File: config.mk
export PLATFORM = sky130hd
export DESIGN_NAME = antialiased_line_rasterizer
export DESIGN_NICKNAME = d
export VERILOG_FILES = /design/src/rtl/core/alr_pkg.sv /design/src/rtl/core/alr_divider.sv /design/src/rtl/core/antialiased_line_rasterizer.sv
export SDC_FILE = /design/constraint.sdc
export NUM_CORES = 1
export LEC_CHECK = 0
export ABC_AREA = 1
export BUFFER_PORTS_ARGS = -buffer_cell sky130_fd_sc_hd__buf_2
export CORE_AREA = 2 2 195 197
export CTS_CLUSTER_SIZE = 28
export DETAILED_ROUTE_END_ITERATION = 10
export DIE_AREA = 0 0 197 199
export SLEW_MARGIN = 20
export SYNTH_ARGS = -nofsm -noshare
export SYNTH_HDL_FRONTEND = slang
export SYNTH_HIERARCHICAL = 1
export SYNTH_SLANG_ARGS = --single-unit
File: constraint.sdc
create_clock -name clock -period 17.6 [get_ports clock]
set_input_delay 3.52 -clock clock [delete_from_list [all_inputs] [get_ports clock]]
set_output_delay 3.52 -clock clock [all_outputs]
set_load 0.01 [all_outputs]
File: src/rtl/core/alr_pkg.sv
// Shared types and codes for the antialiased line rasterizer.
// No dependencies; used by the top level and the serial divider.
`timescale 1ns / 1ps

package alr_pkg;

   // Request operation codes
   localparam logic OP_LOAD = 1'b0;
   localparam logic OP_TICK = 1'b1;

   // Number of intensity bits taken from the top of the fraction
   localparam int INTENSITY_BITS = 8;

   // Sequencer states, one-hot
   typedef enum logic [3:0] {
      ST_IDLE = 4'b0001,
      ST_DIV  = 4'b0010,
      ST_PIX0 = 4'b0100,
      ST_PIX1 = 4'b1000
   } state_type;

   // Divider status seen by the sequencer
   typedef struct packed {
      logic busy;
      logic done;
   } div_status_type;

endpackage

File: src/rtl/core/alr_divider.sv
// Serial restoring divider: one quotient bit per cycle, FRAC_BITS quotient bits.
// Depends on alr_pkg for the status struct.
`timescale 1ns / 1ps

module alr_divider #(
   parameter int COORD_BITS = 12,
   parameter int FRAC_BITS  = 16
) (
   input  logic                        clock,
   input  logic                        reset,
   input  logic                        start,
   input  logic [COORD_BITS-1:0]       dividend,
   input  logic [COORD_BITS-1:0]       divisor,
   output alr_pkg::div_status_type     status,
   output logic [FRAC_BITS-1:0]        quotient
);

   localparam int CNT_W = $clog2(FRAC_BITS + 1);

   logic                  busy_ff, busy_in;
   logic                  done_ff, done_in;
   logic [CNT_W-1:0]      cnt_ff, cnt_in;
   logic [COORD_BITS-1:0] rem_ff, rem_in;
   logic [COORD_BITS-1:0] div_ff, div_in;
   logic [FRAC_BITS-1:0]  quo_ff, quo_in;

   logic [COORD_BITS:0]   shifted;
   logic [COORD_BITS:0]   diff;
   logic                  fits;

   // Remainder stays below the divisor, so the doubled value fits one extra bit
   assign shifted = {rem_ff, 1'b0};
   assign diff    = shifted - {1'b0, div_ff};
   assign fits    = shifted >= {1'b0, div_ff};

   always_comb begin
      busy_in = busy_ff;
      done_in = 1'b0;
      cnt_in  = cnt_ff;
      rem_in  = rem_ff;
      div_in  = div_ff;
      quo_in  = quo_ff;
      if (start) begin
         busy_in = 1'b1;
         cnt_in  = CNT_W'(FRAC_BITS);
         rem_in  = dividend;
         div_in  = divisor;
      end else if (busy_ff) begin
         rem_in = fits ? diff[COORD_BITS-1:0] : shifted[COORD_BITS-1:0];
         quo_in = {quo_ff[FRAC_BITS-2:0], fits};
         cnt_in = cnt_ff - CNT_W'(1);
         if (cnt_ff == CNT_W'(1)) begin
            busy_in = 1'b0;
            done_in = 1'b1;
         end
      end
   end

   always_ff @(posedge clock) begin
      if (reset) begin
         busy_ff <= 1'b0;
         done_ff <= 1'b0;
         cnt_ff  <= '0;
      end else begin
         busy_ff <= busy_in;
         done_ff <= done_in;
         cnt_ff  <= cnt_in;
      end
      rem_ff <= rem_in;
      div_ff <= div_in;
      quo_ff <= quo_in;
   end

   assign status.busy = busy_ff;
   assign status.done = done_ff;
   assign quotient    = quo_ff;

endmodule

File: src/rtl/core/antialiased_line_rasterizer.sv
// Antialiased line rasterizer, Wu style, fixed point gradient.
// Load request: latched at once; when a divide is needed the block is busy in
// ST_DIV on the serial divider (one quotient bit a cycle), else it stays idle.
// Tick request on an active line: ST_PIX0 then ST_PIX1, two pixels through the
// output register; a tick on an idle block emits none. Synchronous active-high
// reset clears the line state to idle and empties the output register.
`timescale 1ns / 1ps

module antialiased_line_rasterizer #(
   parameter int COORD_BITS = 12,
   parameter int FRAC_BITS  = 16
) (
   input  logic                         clock,
   input  logic                         reset,
   // request channel
   input  logic                         req_valid,
   output logic                         req_ready,
   input  logic                         req_operation,
   input  logic signed [COORD_BITS-1:0] req_start_x,
   input  logic signed [COORD_BITS-1:0] req_start_y,
   input  logic signed [COORD_BITS-1:0] req_end_x,
   input  logic signed [COORD_BITS-1:0] req_end_y,
   input  logic                         req_steep,
   input  logic [23:0]                  req_line_color,
   // pixel channel
   output logic                         rsp_valid,
   input  logic                         rsp_ready,
   output logic signed [COORD_BITS:0]   rsp_pixel_x,
   output logic signed [COORD_BITS:0]   rsp_pixel_y,
   output logic [23:0]                  rsp_pixel_color,
   output logic [7:0]                   rsp_intensity,
   output logic                         rsp_last
);

   localparam int ACC_W   = COORD_BITS + 1 + FRAC_BITS;
   localparam int SLOPE_W = FRAC_BITS + 2;
   localparam int IB      = alr_pkg::INTENSITY_BITS;
   localparam logic signed [SLOPE_W-1:0] SLOPE_ONE = {2'b01, {FRAC_BITS{1'b0}}};

   // ---------------------------------------------------------------------
   // Line state
   // ---------------------------------------------------------------------
   alr_pkg::state_type               state_ff, state_in;
   logic signed [COORD_BITS-1:0]     major_ff, major_in;
   logic signed [COORD_BITS-1:0]     limit_ff, limit_in;
   logic signed [ACC_W-1:0]          acc_ff, acc_in;
   logic signed [SLOPE_W-1:0]        slope_ff, slope_in;
   logic                             steep_ff, steep_in;
   logic [23:0]                      color_ff, color_in;
   logic                             active_ff, active_in;
   logic                             neg_ff, neg_in;

   // Output register
   logic                             out_valid_ff, out_valid_in;
   logic signed [COORD_BITS:0]       out_x_ff, out_x_in;
   logic signed [COORD_BITS:0]       out_y_ff, out_y_in;
   logic [23:0]                      out_color_ff, out_color_in;
   logic [7:0]                       out_int_ff, out_int_in;
   logic                             out_last_ff, out_last_in;

   // ---------------------------------------------------------------------
   // Load-time geometry: pick major and minor axes, spans and magnitudes
   // ---------------------------------------------------------------------
   logic signed [COORD_BITS-1:0] s_maj, e_maj, s_min, e_min;
   logic signed [COORD_BITS:0]   d_maj, d_min;
   logic [COORD_BITS:0]          abs_maj_w, abs_min_w;
   logic [COORD_BITS-1:0]        abs_maj, abs_min;
   logic                         span_zero;
   logic                         saturate;
   logic                         span_neg;

   assign s_maj = req_steep ? req_start_y : req_start_x;
   assign e_maj = req_steep ? req_end_y   : req_end_x;
   assign s_min = req_steep ? req_start_x : req_start_y;
   assign e_min = req_steep ? req_end_x   : req_end_y;

   assign d_maj = {e_maj[COORD_BITS-1], e_maj} - {s_maj[COORD_BITS-1], s_maj};
   assign d_min = {e_min[COORD_BITS-1], e_min} - {s_min[COORD_BITS-1], s_min};

   // |span| of two C-bit coordinates never exceeds 2^C - 1
   assign abs_maj_w = d_maj[COORD_BITS] ? -d_maj : d_maj;
   assign abs_min_w = d_min[COORD_BITS] ? -d_min : d_min;
   assign abs_maj   = abs_maj_w[COORD_BITS-1:0];
   assign abs_min   = abs_min_w[COORD_BITS-1:0];

   assign span_zero = (d_maj == '0);
   // Minor span at least the major span: quotient reaches or passes one
   assign saturate  = (abs_min >= abs_maj);
   assign span_neg  = d_min[COORD_BITS] ^ d_maj[COORD_BITS];

   // ---------------------------------------------------------------------
   // Serial divider
   // ---------------------------------------------------------------------
   alr_pkg::div_status_type  div_status;
   logic [FRAC_BITS-1:0]     div_quotient;
   logic                     div_start;
   logic signed [SLOPE_W-1:0] div_slope_pos;

   alr_divider #(
      .COORD_BITS (COORD_BITS),
      .FRAC_BITS  (FRAC_BITS)
   ) u_divider (
      .clock    (clock),
      .reset    (reset),
      .start    (div_start),
      .dividend (abs_min),
      .divisor  (abs_maj),
      .status   (div_status),
      .quotient (div_quotient)
   );

   assign div_slope_pos = {2'b00, div_quotient};

   // ---------------------------------------------------------------------
   // Pixel formation from the accumulator
   // ---------------------------------------------------------------------
   logic signed [COORD_BITS:0] whole;
   logic signed [COORD_BITS:0] whole_next;
   logic signed [COORD_BITS:0] major_ext;
   logic [IB-1:0]              frac8;
   logic signed [COORD_BITS:0] major_step;
   logic                       final_step;
   logic                       out_load;

   // Floor of the fixed-point value is an arithmetic shift; wrap matches masking
   assign whole      = acc_ff[ACC_W-1 -: COORD_BITS+1];
   assign whole_next = whole + (COORD_BITS+1)'(1);
   assign frac8      = acc_ff[FRAC_BITS-1 -: IB];
   assign major_ext  = {major_ff[COORD_BITS-1], major_ff};
   assign major_step = major_ext + (COORD_BITS+1)'(1);
   // Signed compare: the limit may sit on either side of zero
   assign final_step = major_step >= $signed({limit_ff[COORD_BITS-1], limit_ff});

   // Output register takes a new pixel when empty or being drained
   assign out_load = !out_valid_ff || rsp_ready;

   logic req_fire;
   assign req_ready = (state_ff == alr_pkg::ST_IDLE);
   assign req_fire  = req_valid && req_ready;

   // ---------------------------------------------------------------------
   // Sequencer
   // ---------------------------------------------------------------------
   always_comb begin
      state_in     = state_ff;
      major_in     = major_ff;
      limit_in     = limit_ff;
      acc_in       = acc_ff;
      slope_in     = slope_ff;
      steep_in     = steep_ff;
      color_in     = color_ff;
      active_in    = active_ff;
      neg_in       = neg_ff;
      div_start    = 1'b0;

      out_valid_in = out_valid_ff && !rsp_ready;
      out_x_in     = out_x_ff;
      out_y_in     = out_y_ff;
      out_color_in = out_color_ff;
      out_int_in   = out_int_ff;
      out_last_in  = out_last_ff;

      case (state_ff)
         alr_pkg::ST_IDLE: begin
            if (req_fire) begin
               if (req_operation == alr_pkg::OP_LOAD) begin
                  // Latch the new line at once; slope is set here or follows from the divide
                  steep_in  = req_steep;
                  color_in  = req_line_color;
                  major_in  = s_maj;
                  limit_in  = e_maj;
                  acc_in    = {s_min[COORD_BITS-1], s_min, {FRAC_BITS{1'b0}}};
                  active_in = (s_maj < e_maj);
                  neg_in    = span_neg;
                  if (span_zero) begin
                     slope_in = SLOPE_ONE;
                  end else if (saturate) begin
                     slope_in = span_neg ? -SLOPE_ONE : SLOPE_ONE;
                  end else begin
                     div_start = 1'b1;
                     state_in  = alr_pkg::ST_DIV;
                  end
               end else if (active_ff) begin
                  state_in = alr_pkg::ST_PIX0;
               end
            end
         end
         alr_pkg::ST_DIV: begin
            // Hold until the quotient is complete, then apply the sign
            if (div_status.done) begin
               slope_in = neg_ff ? -div_slope_pos : div_slope_pos;
               state_in = alr_pkg::ST_IDLE;
            end
         end
         alr_pkg::ST_PIX0: begin
            if (out_load) begin
               out_valid_in = 1'b1;
               out_x_in     = steep_ff ? whole : major_ext;
               out_y_in     = steep_ff ? major_ext : whole;
               out_color_in = color_ff;
               out_int_in   = ~frac8;
               out_last_in  = 1'b0;
               state_in     = alr_pkg::ST_PIX1;
            end
         end
         alr_pkg::ST_PIX1: begin
            if (out_load) begin
               out_valid_in = 1'b1;
               out_x_in     = steep_ff ? whole_next : major_ext;
               out_y_in     = steep_ff ? major_ext : whole_next;
               out_color_in = color_ff;
               out_int_in   = frac8;
               out_last_in  = final_step;
               // Advance one major position and one gradient step
               major_in     = major_step[COORD_BITS-1:0];
               acc_in       = acc_ff + {{(COORD_BITS-1){slope_ff[SLOPE_W-1]}}, slope_ff};
               if (final_step) begin
                  active_in = 1'b0;
               end
               state_in     = alr_pkg::ST_IDLE;
            end
         end
         default: begin
            state_in = alr_pkg::ST_IDLE;
         end
      endcase
   end

   always_ff @(posedge clock) begin
      if (reset) begin
         state_ff     <= alr_pkg::ST_IDLE;
         major_ff     <= '0;
         limit_ff     <= '0;
         acc_ff       <= '0;
         slope_ff     <= '0;
         steep_ff     <= 1'b0;
         color_ff     <= '0;
         active_ff    <= 1'b0;
         out_valid_ff <= 1'b0;
      end else begin
         state_ff     <= state_in;
         major_ff     <= major_in;
         limit_ff     <= limit_in;
         acc_ff       <= acc_in;
         slope_ff     <= slope_in;
         steep_ff     <= steep_in;
         color_ff     <= color_in;
         active_ff    <= active_in;
         out_valid_ff <= out_valid_in;
      end
      neg_ff       <= neg_in;
      out_x_ff     <= out_x_in;
      out_y_ff     <= out_y_in;
      out_color_ff <= out_color_in;
      out_int_ff   <= out_int_in;
      out_last_ff  <= out_last_in;
   end

   assign rsp_valid       = out_valid_ff;
   assign rsp_pixel_x     = out_x_ff;
   assign rsp_pixel_y     = out_y_ff;
   assign rsp_pixel_color = out_color_ff;
   assign rsp_intensity   = out_int_ff;
   assign rsp_last        = out_last_ff;

   // ---------------------------------------------------------------------
   // Assertions
   // ---------------------------------------------------------------------
   // The divider runs only while the sequencer waits on it
   assert property (@(posedge clock) disable iff (reset)
      div_status.busy |-> (state_ff == alr_pkg::ST_DIV))
      else $error("divider busy outside the divide state");

   // A tick on an idle line produces no pixels
   assert property (@(posedge clock) disable iff (reset)
      (req_fire && req_operation == alr_pkg::OP_TICK && !active_ff)
         |=> (state_ff == alr_pkg::ST_IDLE))
      else $error("tick on idle line started pixel output");

   // The first pixel of a pair is always followed by the second
   assert property (@(posedge clock) disable iff (reset)
      (state_ff == alr_pkg::ST_PIX0 && out_load)
         |=> (state_ff == alr_pkg::ST_PIX1 && rsp_valid))
      else $error("second pixel of a pair not scheduled");

   // A pixel pair leaves complementary intensities
   assert property (@(posedge clock) disable iff (reset)
      (state_ff == alr_pkg::ST_PIX1 && out_load)
         |=> (rsp_intensity == ~$past(out_int_ff)))
      else $error("pixel pair intensities do not sum to full scale");

endmodule
==> metrics.txt <==
Switching Share=0.4176; sw power=0.9141 mW; Crit Path Category=primary input to flip-flop; Via Count=roughly 14000; nets=2340; measured slew at the worst slew-check pin=between 1 and 1.5 ns; endpoints failing setup=0; Die Width=around 200 um; worst path required time=between 15 and 20 ns; power per cell area=between 100 and 150 mW/mm^2; PortBufs=approximately 140; core area=~0.037 mm^2; CTS clk-pin slew, worst paths=0.06 ns; met1 Usage GRT=0.2696; starting density of the core=0.3932; internal power=roughly 1.3 mW; initial antenna violation count=2; Routed Antenna Nets=0; Root Buffer=clkbuf_16; DP Wirelength=33.78 mm; # clock sinks=around 210; met3 global-route usage=0.02492; Setup Skew=~0.010 ns; largest net degree at the start of global routing=just under 100; routed wire length=43.07 mm; Max Clock Freq=0.1077 GHz; final total power=between 2 and 2.5 mW; setup TNS=0 ns; row count=71; M2 GR Usage=0.3857; syn nets=2224; worst-skew pair later-pin latency=0.53 ns; Cells after Synth=between 2000 and 2500; status=completed; vias per cell=between 5 and 6; final-report hold violation count=0; DR iter-0 viols=786; clock group share of total power=0.246; Post-Layout Cell Count=around 2700; Final Critical Period=around 9.3 ns; Pre-antenna DRT Iters=5; share of cells above drive strength 1=0.1188; Slew Limit Fails=0; PostCTS Resize Cnt=0; cts hold-fix bufs=0; Ports=between 100 and 150; Critical Path Source Type=primary input; placed cell count=about 2600; total CTS buffers=26; Die ar.=between 0.03 and 0.04 mm^2; Synth warnings=6; Flop pwr share=0.316; critical path capture point type=flip-flop; GR Overflow Total=0; Area growth syn-to-layout=13.55%; GRT Overall Usage=0.2198; Final Cycle Share=0.5277; Mapped Area=between 0.01 and 0.015 mm^2; H-tree levels=1; Leak=7.563 nW; routability cong.=roughly 0.96; Routed wire per std cell=~16 um; VDD IR max=approximately 0.069 mV; HP Class=flip-flop to flip-flop; CTS tree=yes; Most Used Layer, Global Route=met2; CTS max path bufs=3; Gate power share=0.437; Slew HR=0.3051; RSZ-0062 raised after global routing=no; Post-CTS Setup Inserts=0; drt drc=0; vias in the first global route=13080; crit-path max FO=just under 100; Mean Syn Cell Area=around 7.1 um^2; max_cap viols=0; die height=just under 200 um; first-pass GRT wire length=68.10 mm; crit path DAT=~9.5 ns
[registers in the layout (all words and copies together) (netlist names)]
| register | cells |
|---|---|
| rsp_last | 1 |
| rsp_pixel_y | 13 |
| active_ff | 1 |
| u_divider/quotient | 16 |
| major_ff | 12 |
| u_divider/cnt_ff | 5 |
| limit_ff | 12 |
| neg_ff | 1 |
| rsp_valid | 1 |
| u_divider/done_ff | 1 |
| u_divider/busy_ff | 1 |
| rsp_pixel_color | 24 |
| steep_ff | 1 |
| rsp_intensity | 8 |
| slope_ff | 18 |
| state_ff | 4 |
| acc_ff | 29 |
| color_ff | 24 |
| u_divider/div_ff | 12 |
| rsp_pixel_x | 13 |
| u_divider/rem_ff | 12 |
[power by group through the flow]
| stage | registers, mW | logic (mW) | clock network [mW] |
|---|---|---|---|
| after floorplan | 0.677 | 0.758 | 0 |
| after global placement | 0.701 | 0.942 | 0 |
| after detailed placement | 0.702 | 0.954 | 0 |
| after CTS | 0.693 | 0.958 | 0.556 |
| after global routing | 0.703 | 1.10 | 0.574 |
| final | 0.692 | 0.958 | 0.539 |
[stage by stage]
stage | worst slack, ns | hold slack [ns] | cell area [um^2] | utilization
floorplan | 8.137 | 0.4086 | 14600 | -
global placement | 7.919 | 0.4106 | 15660 | 0.4218
detailed placement | 7.789 | 0.4158 | 15660 | 0.4218
CTS | 8.350 | 0.4274 | 16550 | 0.4458
global route | 7.696 | 0.4281 | 16570 | 0.4463
finish | 8.313 | 0.4303 | 16580 | 0.4465
[layer usage]
metal  share of wire  routed length, um  vias up
li1                -                  -     6973
met2            0.47              20320      297
met4           0.052               2254        0
met1            0.44              18880     6208
met5               0                  0        -
met3           0.038               1616       98
[worst paths after layout]
path | startpoint | to | slack [ns] | depth (start not counted)
min | color_ff[12] | rsp_pixel_color[12] | 0.43 | 0
min reg2reg | color_ff[12] | rsp_pixel_color[12] | 0.43 | 0
max reg2reg | major_ff[0] | active_ff | 14.11 | 23
max | req_steep | u_divider/rem_ff[4] | 8.31 | 25
[layout by cell type (no fill, tap or decap), drive strengths merged, types with 10 or more instances in the layout]
| master | count |
|---|---|
| nand3b | 10 |
| inv | 275 |
| nor2 | 189 |
| dfxtp | 109 |
| xnor2 | 19 |
| nand3 | 144 |
| clkbuf | 34 |
| ha | 97 |
| clkinv | 10 |
| nor3 | 31 |
| nand4 | 32 |
| o21ai | 159 |
| a21oi | 197 |
| xor2 | 45 |
| nand2 | 527 |
| buf | 148 |
| edfxtp | 100 |
[layout make-up]
type	instances	area [um^2]
timing repair buffer	148	778.2
inverter	274	1031
clock inverter	14	116.4
sequential	209	5185
multi-input combinational	1502	8095
clock buffer	34	774.5
tap	474	593.1
fill	3865	20550
antenna	2	5.005
[worst max-delay path, cell delays in order]
cell and delay, ns:
buf_2 0.08, buf_4 0.63, o21ai_0 0.49, ha_1 0.49, nand2_1 0.13, a21oi_1 0.19
nor2_1 0.06, nand2_1 0.07, xor2_1 0.42, nand2_1 0.10, nor2_1 0.24, nand4_1 0.12
nand2_1 0.11, xor2_1 0.22, ha_1 0.28, a21oi_1 0.15, nor2_1 0.05, a211oi_1 0.17
nand4_1 0.21, a21oi_1 0.24, nand3_1 0.18, nor3_2 0.14, buf_4 0.33, inv_1 0.30
nand2_1 0.46
No activity file was read; power rests on OpenSTA's default activity.
